===== src/hw/rtl/cst_pkg.sv =====
// Shared types and constants for the character substitution core.
// Used by cst_front, cst_queue, cst_back and the top level.
package cst_pkg;

    localparam int CAPACITY     = 128;
    localparam int PATTERN_MAX  = 32;
    localparam int RESULT_LIMIT = 32;
    localparam int QUEUE_DEPTH  = 2;

    localparam int CHAR_W   = 8;
    localparam int INDEX_W  = $clog2(PATTERN_MAX);
    localparam int LEN_W    = 6;
    localparam int COUNT_W  = 8;
    localparam int QPTR_W   = $clog2(QUEUE_DEPTH);
    localparam int QCNT_W   = $clog2(QUEUE_DEPTH + 1);
    localparam int S_DATA_W = 24;

    localparam int LEN_LIMIT_I = (PATTERN_MAX < RESULT_LIMIT) ? PATTERN_MAX : RESULT_LIMIT;
    localparam logic [LEN_W-1:0]   LEN_LIMIT = LEN_W'(LEN_LIMIT_I);
    localparam logic [COUNT_W-1:0] COUNT_MAX = '1;

    localparam logic REG_TARGET_CHAR    = 1'b0;
    localparam logic REG_PATTERN_LENGTH = 1'b1;

    localparam logic KIND_TEXT    = 1'b0;
    localparam logic KIND_PATTERN = 1'b1;

    typedef enum logic [1:0] {
        CMD_PASS,
        CMD_WRITE,
        CMD_EXPAND
    } cmd_op_t;

    typedef struct packed {
        cmd_op_t             op;
        logic [CHAR_W-1:0]   data;
        logic [INDEX_W-1:0]  idx;
        logic [LEN_W-1:0]    len;
    } cmd_t;

    typedef struct packed {
        logic full;
        logic empty;
    } queue_status_t;

    typedef enum logic {
        BK_IDLE,
        BK_STREAM
    } back_state_t;

endpackage


===== src/hw/rtl/char_to_sequence_substitution_core.sv =====
// Character substitution core, top level.
// Depends on cst_pkg, cst_front, cst_queue and cst_back.
//
// Streams text bytes and replaces every byte equal to target_char with the
// first pattern_length bytes (at most 32) of a pattern store, which is loaded
// beforehand by items with s_tuser = 1. A match whose expansion would bring the
// working text length (bytes emitted plus bytes not yet seen) to 128 or more is
// dropped, as is a match with an empty pattern; inserted bytes are not rescanned.
// Plain text streams at one item per cycle while m_tready is high and no
// expansion is under way; a match that expands is played out by the back-end
// sequencer, which reads the single-port pattern memory one byte a cycle while
// the output is free; dropped matches never enter the queue. A two-entry
// command queue sits between the classifier and the sequencer. A pass-through
// result is registered in the queue and then in the output register; the first
// byte of an expansion also passes through the pattern read register.
module char_to_sequence_substitution_core
    import cst_pkg::*;
(
    input  logic                aclk,
    input  logic                aresetn,
    input  logic                cfg_we,
    input  logic                cfg_index,
    input  logic [CHAR_W-1:0]   cfg_wdata,
    input  logic                s_tvalid,
    output logic                s_tready,
    input  logic [S_DATA_W-1:0] s_tdata,  // char_value[7:0], pattern_index[12:8], text_length[20:13]
    input  logic [0:0]          s_tuser,  // kind[0]
    input  logic                s_tlast,  // text_end
    output logic                m_tvalid,
    input  logic                m_tready,
    output logic [CHAR_W-1:0]   m_tdata,  // out_char[7:0]
    output logic                m_tlast   // run_last
);

    logic          push;
    cmd_t          push_cmd;
    logic          pop;
    cmd_t          head;
    queue_status_t q_status;

    cst_front u_front (
        .aclk      (aclk),
        .aresetn   (aresetn),
        .cfg_we    (cfg_we),
        .cfg_index (cfg_index),
        .cfg_wdata (cfg_wdata),
        .s_tvalid  (s_tvalid),
        .s_tready  (s_tready),
        .s_tdata   (s_tdata),
        .s_tuser   (s_tuser),
        .s_tlast   (s_tlast),
        .q_status  (q_status),
        .push      (push),
        .push_cmd  (push_cmd)
    );

    cst_queue u_queue (
        .aclk     (aclk),
        .aresetn  (aresetn),
        .push     (push),
        .push_cmd (push_cmd),
        .pop      (pop),
        .head     (head),
        .status   (q_status)
    );

    cst_back u_back (
        .aclk     (aclk),
        .aresetn  (aresetn),
        .head     (head),
        .q_status (q_status),
        .pop      (pop),
        .m_tvalid (m_tvalid),
        .m_tready (m_tready),
        .m_tdata  (m_tdata),
        .m_tlast  (m_tlast)
    );

endmodule


===== src/hw/rtl/cst_front.sv =====
// Front end: configuration registers, text counters and item classification.
// Depends on cst_pkg; feeds commands into cst_queue.
module cst_front
    import cst_pkg::*;
(
    input  logic                aclk,
    input  logic                aresetn,
    input  logic                cfg_we,
    input  logic                cfg_index,
    input  logic [CHAR_W-1:0]   cfg_wdata,
    input  logic                s_tvalid,
    output logic                s_tready,
    input  logic [S_DATA_W-1:0] s_tdata,
    input  logic [0:0]          s_tuser,
    input  logic                s_tlast,
    input  queue_status_t       q_status,
    output logic                push,
    output cmd_t                push_cmd
);

    localparam logic [9:0] CAP_W = 10'(CAPACITY);

    logic [CHAR_W-1:0]  target_reg;
    logic [LEN_W-1:0]   plen_reg;
    logic [COUNT_W-1:0] emitted_reg, emitted_next;
    logic [COUNT_W-1:0] consumed_reg, consumed_next;

    logic               accept;
    logic [CHAR_W-1:0]  ch;
    logic [INDEX_W-1:0] idx;
    logic [COUNT_W-1:0] tlen;
    logic               is_text;
    logic               match;
    logic [LEN_W-1:0]   eff_len;
    logic [8:0]         cons_plus;
    logic [8:0]         rest_diff;
    logic [COUNT_W-1:0] rest;
    logic [9:0]         total;
    logic               fits;

    function automatic logic [COUNT_W-1:0] sat8(input logic [9:0] v);
        return (v > 10'(COUNT_MAX)) ? COUNT_MAX : v[COUNT_W-1:0];
    endfunction

    assign ch      = s_tdata[7:0];
    assign idx     = s_tdata[12:8];
    assign tlen    = s_tdata[20:13];
    assign is_text = (s_tuser[0] == KIND_TEXT);

    assign s_tready = !q_status.full;
    assign accept   = s_tvalid && s_tready;

    assign match     = (ch == target_reg);
    assign eff_len   = (plen_reg > LEN_LIMIT) ? LEN_LIMIT : plen_reg;
    assign cons_plus = {1'b0, consumed_reg} + 9'd1;
    assign rest_diff = {1'b0, tlen} - cons_plus;
    assign rest      = ({1'b0, tlen} > cons_plus) ? rest_diff[COUNT_W-1:0] : '0;
    assign total     = {2'b00, emitted_reg} + {2'b00, rest} + {4'b0000, eff_len};
    assign fits      = (eff_len != '0) && (total < CAP_W);

    always_comb begin
        push_cmd.op   = CMD_PASS;
        push_cmd.data = ch;
        push_cmd.idx  = idx;
        push_cmd.len  = eff_len;
        push          = 1'b0;
        emitted_next  = emitted_reg;
        consumed_next = consumed_reg;
        if (!is_text) begin
            push_cmd.op = CMD_WRITE;
            push        = accept;
        end else if (!match) begin
            push         = accept;
            emitted_next = sat8({2'b00, emitted_reg} + 10'd1);
        end else begin
            push_cmd.op = CMD_EXPAND;
            push        = accept && fits;
            if (fits) begin
                emitted_next = sat8({2'b00, emitted_reg} + {4'b0000, eff_len});
            end
        end
        if (is_text) begin
            consumed_next = sat8({2'b00, consumed_reg} + 10'd1);
            if (s_tlast) begin
                emitted_next  = '0;
                consumed_next = '0;
            end
        end
    end

    always_ff @(posedge aclk) begin
        if (!aresetn) begin
            target_reg   <= '0;
            plen_reg     <= '0;
            emitted_reg  <= '0;
            consumed_reg <= '0;
        end else begin
            if (cfg_we) begin
                case (cfg_index)
                    REG_TARGET_CHAR:    target_reg <= cfg_wdata;
                    REG_PATTERN_LENGTH: plen_reg   <= cfg_wdata[LEN_W-1:0];
                    default: ;
                endcase
            end
            if (accept && is_text) begin
                emitted_reg  <= emitted_next;
                consumed_reg <= consumed_next;
            end
        end
    end

    assert property (@(posedge aclk) disable iff (!aresetn)
        push |-> s_tvalid && s_tready)
        else $error("command pushed without an accepted item");

endmodule


===== src/hw/rtl/cst_queue.sv =====
// Short command queue between front and back ends.
// Depends on cst_pkg.
module cst_queue
    import cst_pkg::*;
(
    input  logic          aclk,
    input  logic          aresetn,
    input  logic          push,
    input  cmd_t          push_cmd,
    input  logic          pop,
    output cmd_t          head,
    output queue_status_t status
);

    cmd_t              mem_reg [QUEUE_DEPTH];
    logic [QPTR_W-1:0] wr_ptr_reg;
    logic [QPTR_W-1:0] rd_ptr_reg;
    logic [QCNT_W-1:0] count_reg;

    assign status.full  = (count_reg == QCNT_W'(QUEUE_DEPTH));
    assign status.empty = (count_reg == '0);
    assign head         = mem_reg[rd_ptr_reg];

    always_ff @(posedge aclk) begin
        if (push) begin
            mem_reg[wr_ptr_reg] <= push_cmd;
        end
    end

    always_ff @(posedge aclk) begin
        if (!aresetn) begin
            wr_ptr_reg <= '0;
            rd_ptr_reg <= '0;
            count_reg  <= '0;
        end else begin
            if (push) begin
                wr_ptr_reg <= (wr_ptr_reg == QPTR_W'(QUEUE_DEPTH - 1)) ? '0 : wr_ptr_reg + 1'b1;
            end
            if (pop) begin
                rd_ptr_reg <= (rd_ptr_reg == QPTR_W'(QUEUE_DEPTH - 1)) ? '0 : rd_ptr_reg + 1'b1;
            end
            case ({push, pop})
                2'b10:   count_reg <= count_reg + 1'b1;
                2'b01:   count_reg <= count_reg - 1'b1;
                default: count_reg <= count_reg;
            endcase
        end
    end

    assert property (@(posedge aclk) disable iff (!aresetn)
        !(push && status.full))
        else $error("push into full queue");

    assert property (@(posedge aclk) disable iff (!aresetn)
        !(pop && status.empty))
        else $error("pop from empty queue");

endmodule


===== src/hw/rtl/cst_back.sv =====
// Back end: pattern memory, expansion sequencer and output register.
// Depends on cst_pkg; drains commands from cst_queue.
module cst_back
    import cst_pkg::*;
(
    input  logic              aclk,
    input  logic              aresetn,
    input  cmd_t              head,
    input  queue_status_t     q_status,
    output logic              pop,
    output logic              m_tvalid,
    input  logic              m_tready,
    output logic [CHAR_W-1:0] m_tdata,
    output logic              m_tlast
);

    back_state_t        state_reg, state_next;
    logic [INDEX_W-1:0] k_reg, k_next;
    logic [LEN_W-1:0]   len_reg, len_next;
    logic [CHAR_W-1:0]  out_data_reg;
    logic               out_last_reg;
    logic               out_valid_reg;
    logic [CHAR_W-1:0]  rd_data_reg;
    logic [CHAR_W-1:0]  pat_mem [PATTERN_MAX];

    logic               out_free;
    logic               stream_last;
    logic               rd_en;
    logic [INDEX_W-1:0] rd_addr;
    logic               wr_en;
    logic               load;
    logic [CHAR_W-1:0]  load_data;
    logic               load_last;

    assign out_free    = !out_valid_reg || m_tready;
    assign stream_last = (({1'b0, k_reg} + 1'b1) == len_reg);

    always_comb begin
        state_next = state_reg;
        case (state_reg)
            BK_IDLE: begin
                if (!q_status.empty && head.op == CMD_EXPAND) begin
                    state_next = BK_STREAM;
                end
            end
            BK_STREAM: begin
                if (out_free && stream_last) begin
                    state_next = BK_IDLE;
                end
            end
            default: state_next = BK_IDLE;
        endcase
    end

    always_comb begin
        pop       = 1'b0;
        rd_en     = 1'b0;
        rd_addr   = k_reg;
        wr_en     = 1'b0;
        load      = 1'b0;
        load_data = rd_data_reg;
        load_last = 1'b0;
        k_next    = k_reg;
        len_next  = len_reg;
        case (state_reg)
            BK_IDLE: begin
                if (!q_status.empty) begin
                    case (head.op)
                        CMD_PASS: begin
                            if (out_free) begin
                                pop       = 1'b1;
                                load      = 1'b1;
                                load_data = head.data;
                                load_last = 1'b1;
                            end
                        end
                        CMD_WRITE: begin
                            pop   = 1'b1;
                            wr_en = 1'b1;
                        end
                        CMD_EXPAND: begin
                            pop      = 1'b1;
                            rd_en    = 1'b1;
                            rd_addr  = '0;
                            k_next   = '0;
                            len_next = head.len;
                        end
                        default: pop = 1'b1;
                    endcase
                end
            end
            BK_STREAM: begin
                if (out_free) begin
                    load      = 1'b1;
                    load_last = stream_last;
                    if (!stream_last) begin
                        rd_en   = 1'b1;
                        rd_addr = k_reg + 1'b1;
                        k_next  = k_reg + 1'b1;
                    end
                end
            end
            default: ;
        endcase
    end

    always_ff @(posedge aclk) begin
        if (wr_en) begin
            pat_mem[head.idx] <= head.data;
        end
        if (rd_en) begin
            rd_data_reg <= pat_mem[rd_addr];
        end
    end

    always_ff @(posedge aclk) begin
        k_reg   <= k_next;
        len_reg <= len_next;
        if (load) begin
            out_data_reg <= load_data;
            out_last_reg <= load_last;
        end
    end

    always_ff @(posedge aclk) begin
        if (!aresetn) begin
            state_reg     <= BK_IDLE;
            out_valid_reg <= 1'b0;
        end else begin
            state_reg <= state_next;
            if (load) begin
                out_valid_reg <= 1'b1;
            end else if (m_tready) begin
                out_valid_reg <= 1'b0;
            end
        end
    end

    assign m_tvalid = out_valid_reg;
    assign m_tdata  = out_data_reg;
    assign m_tlast  = out_last_reg;

    assert property (@(posedge aclk) disable iff (!aresetn)
        state_reg == BK_STREAM |-> ({1'b0, k_reg} < len_reg))
        else $error("pattern index ran past the pattern length");

    assert property (@(posedge aclk) disable iff (!aresetn)
        state_reg == BK_STREAM |-> !pop)
        else $error("queue popped during expansion");

endmodule

===== config.mk =====
export PLATFORM = sky130hd
export DESIGN_NAME = char_to_sequence_substitution_core
export DESIGN_NICKNAME = d
export VERILOG_FILES = /design/src/hw/rtl/cst_pkg.sv /design/src/hw/rtl/char_to_sequence_substitution_core.sv /design/src/hw/rtl/cst_front.sv /design/src/hw/rtl/cst_queue.sv /design/src/hw/rtl/cst_back.sv
export SDC_FILE = /design/constraint.sdc
export NUM_CORES = 1
export LEC_CHECK = 0
export BUFFER_PORTS_ARGS = -buffer_cell sky130_fd_sc_hd__buf_2
export CAP_MARGIN = 5
export CORE_ASPECT_RATIO = 1.1
export CORE_MARGIN = 8
export CORE_UTILIZATION = 55
export DETAILED_ROUTE_END_ITERATION = 7
export HOLD_SLACK_MARGIN = 0.06
export PLACE_DENSITY = 0.72
export SYNTH_ARGS = -nofsm -noshare
export SYNTH_HDL_FRONTEND = slang
export SYNTH_HIERARCHICAL = 1
export SYNTH_SLANG_ARGS = --single-unit
export TNS_END_PERCENT = 20

===== constraint.sdc =====
create_clock -name aclk -period 11.82 [get_ports aclk]
set_input_delay 1.182 -clock aclk [delete_from_list [all_inputs] [get_ports aclk]]
set_output_delay 1.182 -clock aclk [all_outputs]
set_load 0.05 [all_outputs]

# Yosys cells after proc, flatten, opt, wreduce, memory -nomap -nowiden

Memory sizes are Yosys's and may differ from the RTL's. A register that Yosys moved wholly into a read port is not among the register bits.
Index checks and enable logic that the tools add are counted.

Register bits after elaboration: 56
Memory bits (writable): 298
Input bits: 40
Output and inout bits: 11
Logic and storage cells: 119
Memories kept: 2

Add/sub/neg operators: 13
Order comparisons: 6
Equality and inequality tests: 7
Muxes and demuxes: 55
Bitwise operators: 4
Reduce and logical (&&, ||, !) cells: 19

Memories:

| name            | words | bits a word | rd ports | clocked after Yosys merged registers in | wr ports | line            | source |
|---|---|---|---|---|---|---|---|
| u_back.pat_mem  | 32    | 8           | 1        | 1                                       | 1        | cst_back.sv:24  | `logic [CHAR_W-1:0] pat_mem [PATTERN_MAX];` |
| u_queue.mem_reg | 2     | 21          | 1        | 1                                       | 1        | cst_queue.sv:15 | `cmd_t mem_reg [QUEUE_DEPTH];` |

Operators by type and width:

| operator              | count |
|---|---|
| $mux W8               | 14 |
| $gt A10 B8 Y1 const B | 3 |
| $mux W1               | 28 |
| $add A8 B1 Y9 const B | 3 |
| $mux W5               | 4 |
| $add A10 B6 Y10       | 1 |
| $lt A10 B8 Y1 const B | 1 |
| $pmux W5 S2           | 1 |
| $add A8 B6 Y9         | 1 |
| $add A8 B8 Y9         | 1 |
| $gt A8 B9 Y1          | 1 |
| $eq A8 B8 Y1          | 1 |
| $pmux W1 S2           | 4 |
| $sub A8 B8 Y8         | 1 |
| $add A5 B1 Y6 const B | 1 |
| $eq A2 B2 Y1 const B  | 3 |
| $eq A6 B6 Y1          | 1 |
| $gt A6 B6 Y1 const B  | 1 |
| $logic_and A1 B1 Y1   | 6 |
| $mux W6               | 1 |
| $reduce_and A2 Y1     | 3 |
| $reduce_bool A6 Y1    | 1 |
| $add A5 B1 Y5 const B | 1 |
| $eq A2 B1 Y1 const B  | 2 |
| 11 further kinds      | 20 |

# Longest topological paths before layout

Depth in word-level cells: 12
Gate-level depth with buffers: 25
Depth with buffers taken out: 24

# Modules after synthesis

Netlist, hierarchy kept.

Modules (own cells, without submodules):

| module    | times used | cells each | area each (um^2) | seq. area each (um^2) |
|---|---|---|---|---|
| cst_back  | 1          | 871        | 12130.4          | 8518.2 |
| cst_front | 1          | 372        | 2896.5           | 600.6 |
| cst_queue | 1          | 87         | 1724.2           | 1361.3 |

# Worst setup path before layout

OpenSTA, ideal clock, no wires.

Kind: input port to flip-flop
Start point: in s_tdata[17]
End point: mem u_queue/mem_reg[0][0] in the netlist's numbering (enable)
Setup time: 0.400 ns
Arrival time: 5.439 ns
Required time: 11.420 ns
Setup slack: 5.981 ns
Stages on the path: 17
Buffers on the path: 1
Path through: ha_1 and3_1 o21ai_0 nand3_1 a21o_1 nand3_1 nor3_1 fa_1 ha_1 a31oi_1 or3_1 o21ai_0 o221ai_2 clkbuf_1 a21oi_1 inv_1 nor2_1

Cells in the longest elaborated chain, start to end: 11
Elaborated cells between the ends (all ways): 12
Those cells by class: 3 x add/sub; 2 x order compare; 5 x mux; 2 x reduce/logical

RTL lines:

| item                                          | line                                     | source |
|---|---|---|
| start, declared                               | char_to_sequence_substitution_core.sv:26 | `input logic [S_DATA_W-1:0] s_tdata,` |
| $sub A8 B8 Y8 or $gt A8 B9 Y1 (tied branches) | cst_front.sv:56, cst_front.sv:57         |  |
| $mux W8 *                                     | cst_front.sv:57                          | `assign rest = ({1'b0, tlen} > cons_plus) ? rest_diff[COUNT_W-1:0] : '0;` |
| $add A8 B8 Y9 *                               | cst_front.sv:58                          | `assign total = {2'b00, emitted_reg} + {2'b00, rest} + {4'b0000, eff_len};` |
| $add A10 B6 Y10 *                             | cst_front.sv:58                          |  |
| $lt A10 B8 Y1 *                               | cst_front.sv:59                          | `assign fits = (eff_len != '0) && (total < CAP_W);` |
| $logic_and A1 B1 Y1 *                         | cst_front.sv:59                          |  |
| $logic_and A1 B1 Y1 *                         | cst_front.sv:77                          | `push = accept && fits;` |
| $mux W1 *                                     | cst_front.sv:72                          | `end else if (!match) begin` |
| $mux W1 *                                     | cst_front.sv:69                          | `if (!is_text) begin` |
| via push                                      | char_to_sequence_substitution_core.sv:35 | `logic push;` |
| $mux W1 *                                     | cst_queue.sv:25                          | `if (push) begin` |
| $mux W1 (not written as such) *               | cst_queue.sv:26                          | `mem_reg[wr_ptr_reg] <= push_cmd;` |
| end, declared                                 | cst_queue.sv:15                          |  |

Mark *: on every way through the listed nets, which the timed path passes. The rest lies on a longest branch.

# Worst setup path after layout

Start point: reg u_front.consumed_reg[1]
End point: mem u_queue/mem_reg[0][7] in the netlist's numbering (enable)

Cells in the longest elaborated chain, start to end: 12
Elaborated cells between the ends (all ways): 13
Those cells by class: 4 x add/sub; 2 x order compare; 5 x mux; 2 x reduce/logical

RTL lines:

| item                                          | line                                     | source |
|---|---|---|
| start, declared                               | cst_front.sv:26                          | `logic [COUNT_W-1:0] consumed_reg, consumed_next;` |
| start signal, assigned                        | cst_front.sv:107                         | `consumed_reg <= consumed_next;` |
| $add A8 B1 Y9 *                               | cst_front.sv:55                          | `assign cons_plus = {1'b0, consumed_reg} + 9'd1;` |
| $sub A8 B8 Y8 or $gt A8 B9 Y1 (tied branches) | cst_front.sv:56, cst_front.sv:57         |  |
| $mux W8 *                                     | cst_front.sv:57                          |  |
| $add A8 B8 Y9 *                               | cst_front.sv:58                          |  |
| $add A10 B6 Y10 *                             | cst_front.sv:58                          |  |
| $lt A10 B8 Y1 *                               | cst_front.sv:59                          |  |
| $logic_and A1 B1 Y1 *                         | cst_front.sv:59                          |  |
| $logic_and A1 B1 Y1 *                         | cst_front.sv:77                          |  |
| $mux W1 *                                     | cst_front.sv:72                          |  |
| $mux W1 *                                     | cst_front.sv:69                          |  |
| via push                                      | char_to_sequence_substitution_core.sv:35 |  |
| $mux W1 *                                     | cst_queue.sv:25                          |  |
| $mux W1 (not written as such) *               | cst_queue.sv:26                          |  |

Marks and branches as above.

==> flow_summary.ini <==
[placed_design]
place_congestion = 0.8437
io_buffers = 47
postPlaceCellArea_sq_um = 17120
post-place-ws_ps = 5462
post-dp-hpwl_mm = 23.46

[clock_network]
htreeDepth = 2
cts_made_buffers = 37
clk_latency_ps = 520
cts_sinks = 363
cts_resized = 0
cts_setup_buffers = 0
cts_hold_buf = 0
cts_tree = yes
cts_buffer_depth = 3
path_clk_slew_ps = 60
cts_root_buf = clkbuf_16

[drt]
first_pass_iters = 5
drt_iter0_markers = 1000
vias = 11014
drt-total-wl_mm = 38.33
post_drt_wl_per_cell_um = 21.65
drc = 0
avgViaCountPerCell = 6.223
ant_nets = 0

[die]
rows = 67
boundaryPins = 51
die_y_um = 199.0
die_area_sq_um = 36300
start_util_pct = 55.35
die_w_um = 182.4
core_area_sq_um = 30260

[worst_setup_path]
crit_arrival_ps = 6460
crit_required_ps = 11950
cp_top_family = compound AO/OA/AOI/OAI gates
cp.depth = 18
rrSetupSlack_ps = 5490
slowest_delay_ps = 820
endpoint_kind = flop
r2r_end = u_queue/mem_reg[0][7]
cp_slowest_cell = nor2_2
regToRegStartpoint = u_front/consumed_reg[1]
path_max_fanout = 22
start_kind = flop
crit_type = reg2reg
r2r_cells = 18
crit_buf_inv = 1
crit_chain = ha_1, nand3_1, xor2_1, ha_1, and3_1, o21ai_0, nand3_1, a21o_1, nand3_1, nor2_1, fa_1, ha_1, a21o_1, a2111oi_0, o221ai_2, a21oi_1, inv_1, nor2_2

[cells_and_area]
nFillCells = 2359
nNetsFinal = 1403
largest_register_ffs = 256
antennaDiodeCount = 0
fin_area_sq_um = 18310
layout-drive-gt1-share_pct = 12.32
fin_util_pct = 60.49
area_growth_pct = 9.277

[power]
power.density_nw_per_um2 = 215.0
p_leak_nw = 6.319
p_comb_share_pct = 30.8
p_sw_mw = 1.336
internal_power_mw = 2.600
p_clk_share_pct = 28.6
seqPwrFrac_pct = 40.6
ir_drop_uv = 118.4
swShare_pct = 33.95

[global_route]
overflow = 0
grt_use_total_pct = 20.93
grt_start_max_net_pins = 104
grt_pass1_wl_mm = 59.52
antenna_found_initial = 0
grt_pass1_vias = 10832

[yosys]
postSynthCellCount = 1330
syn_area_sq_um = 16750
synthesis.nets = 1405
yosysSeqAreaShare_pct = 62.56
synthArstFlopShare_pct = 0
yosysWarnings = 6
synth_flop_cell = edfxtp_1
synth-edff-count = 321
synth_area_per_cell_sq_um = 12.59
ys_ff_latch = 363
yosysUniqueCellTypes = 72

[outcome]
status = completed

[sta]
fin_crit_sh_pct = 53.57
slew_violations = 0
timing.hold.ws_ps = 477.8
setup_ws_ps = 5488
clock.fmax_ghz = 0.1579
setup_viol = 0
rsz0062_at_grt = no
relSlewSlack_pct = 27.93
hold_viol = 0
setup_tns_ps = 0
finClkSkew_ps = 13.72
worst_slew_pin_slew_ps = 1080
fin_crit_ps = 6332

[worst_hold_path]
whs_endpoint = u_front/plen_reg[2]
hold_path.class = reg2reg
hold_start = u_front/plen_reg[2]
whs_path_depth = 2

[flow_run]
cap_violations = 0
worst max-delay path by stage:
stage,startpoint,end,slack (ps)
final,u_front/consumed_reg[1],u_queue/mem_reg[0][7],5490
after global routing,u_front/consumed_reg[1],u_queue/mem_reg[0][7],5170
after CTS,u_front/consumed_reg[1],u_queue/mem_reg[0][10],5580
after detailed placement,s_tdata[13],u_queue/mem_reg[0][10],5460
after global placement,s_tdata[17],u_queue/mem_reg[0][11],5580
after floorplan,s_tdata[17],u_queue/mem_reg[0][0],5980
cells in the mapped netlist, types with 24 or more instances:
master	number	area share, %
clkbuf_1	51	1.1
nor2_1	76	1.7
a31oi_1	24	0.90
dfxtp_1	42	5.0
a211oi_1	87	3.9
and3_1	93	3.5
nand2_1	124	2.8
mux2_2	30	2.0
ha_1	28	2.1
a21boi_0	50	2.2
nand3_1	27	0.81
a21oi_1	40	1.2
edfxtp_1	321	58
buf_2	24	0.72
power groups by stage:
stage	Clock, mW	Sequential (mW)	Combinational, mW
5_1_grt	1.19	1.60	1.30
3_3_place_gp	0	1.62	1.16
6_report	1.13	1.60	1.21
3_5_place_dp	0	1.62	1.20
2_1_floorplan	0	1.64	0.851
4_1_cts	1.14	1.60	1.20
cell families (layout without fill, tap and decap cells):
group,Yosys count,count (layout),synth area share (%)
multiplexers,35,35,2.375
XOR/XNOR,37,37,1.935
buffers and inverters,120,146,3.428
adder cells (fa/ha/maj),35,35,2.928
flip-flops,363,363,62.56
AO/OA/AOI/OAI,331,331,14.35
AND/OR/NAND/NOR,409,409,12.42
cells in the final DEF (no fill, tap or decap), types with 10 or more instances in the layout:
master,Yosys,layout
a211oi_1,87,87
a21boi_0,50,50
a21o_1,11,11
a21oi_1,40,40
a221oi_1,21,21
a311oi_1,15,15
a31oi_1,24,24
and3_1,93,93
buf_2,24,47
buf_4,19,11
clkbuf_16,0,39
dfxtp_1,42,42
edfxtp_1,321,321
ha_1,28,28
inv_1,19,19
mux2_2,30,30
nand2_1,124,124
nand2b_1,10,10
nand3_1,27,27
nor2_1,76,75
nor2b_1,15,15
o21ai_0,22,22
xnor2_1,23,23
xor2_1,14,14
per-layer routing:
| layer | vias to the layer above | part of all wire, % | wire length (um) | GRT usage, % |
|---|---|---|---|---|
| li1 | 5094 | - | - | - |
| met1 | 5428 | 42 | 16040 | 26.87 |
| met2 | 394 | 48 | 18400 | 34.78 |
| met3 | 98 | 6.0 | 2305 | 3.307 |
| met4 | 0 | 4.1 | 1579 | 9.572 |
| met5 | - | 0 | 0 | 0 |
metrics by stage:
step / power, mW / cells
2_1_floorplan: 2.491 / 1330
3_3_place_gp: 2.785 / 1703
3_5_place_dp: 2.821 / 1703
4_1_cts: 3.943 / 1770
5_1_grt: 4.100 / 1770
6_report: 3.936 / 1770
cell type report:
| class | instances | area [sq um] | area share [%] |
|---|---|---|---|
| Clock buffer | 48 | 1040 | 5.680 |
| Multi-Input combinational cell | 847 | 5728 | 31.29 |
| Clock inverter | 19 | 142.6 | 0.7792 |
| Sequential cell | 363 | 10480 | 57.25 |
| Timing Repair Buffer | 58 | 317.8 | 1.736 |
| Inverter | 21 | 78.83 | 0.4306 |
| Tap cell | 414 | 518.0 | 2.830 |
worst register-to-register path: stages (launching register included):
cell and delay, ps:
dfxtp_1 400, ha_1 370, nand3_1 130, xor2_1 340, ha_1 360, and3_1 180
o21ai_0 90, nand3_1 210, a21o_1 230, nand3_1 190, nor2_1 100, fa_1 370
ha_1 320, a21o_1 220, a2111oi_0 620, o221ai_2 490, a21oi_1 350, inv_1 130
nor2_2 820
Power figures use the tool's default switching activity.
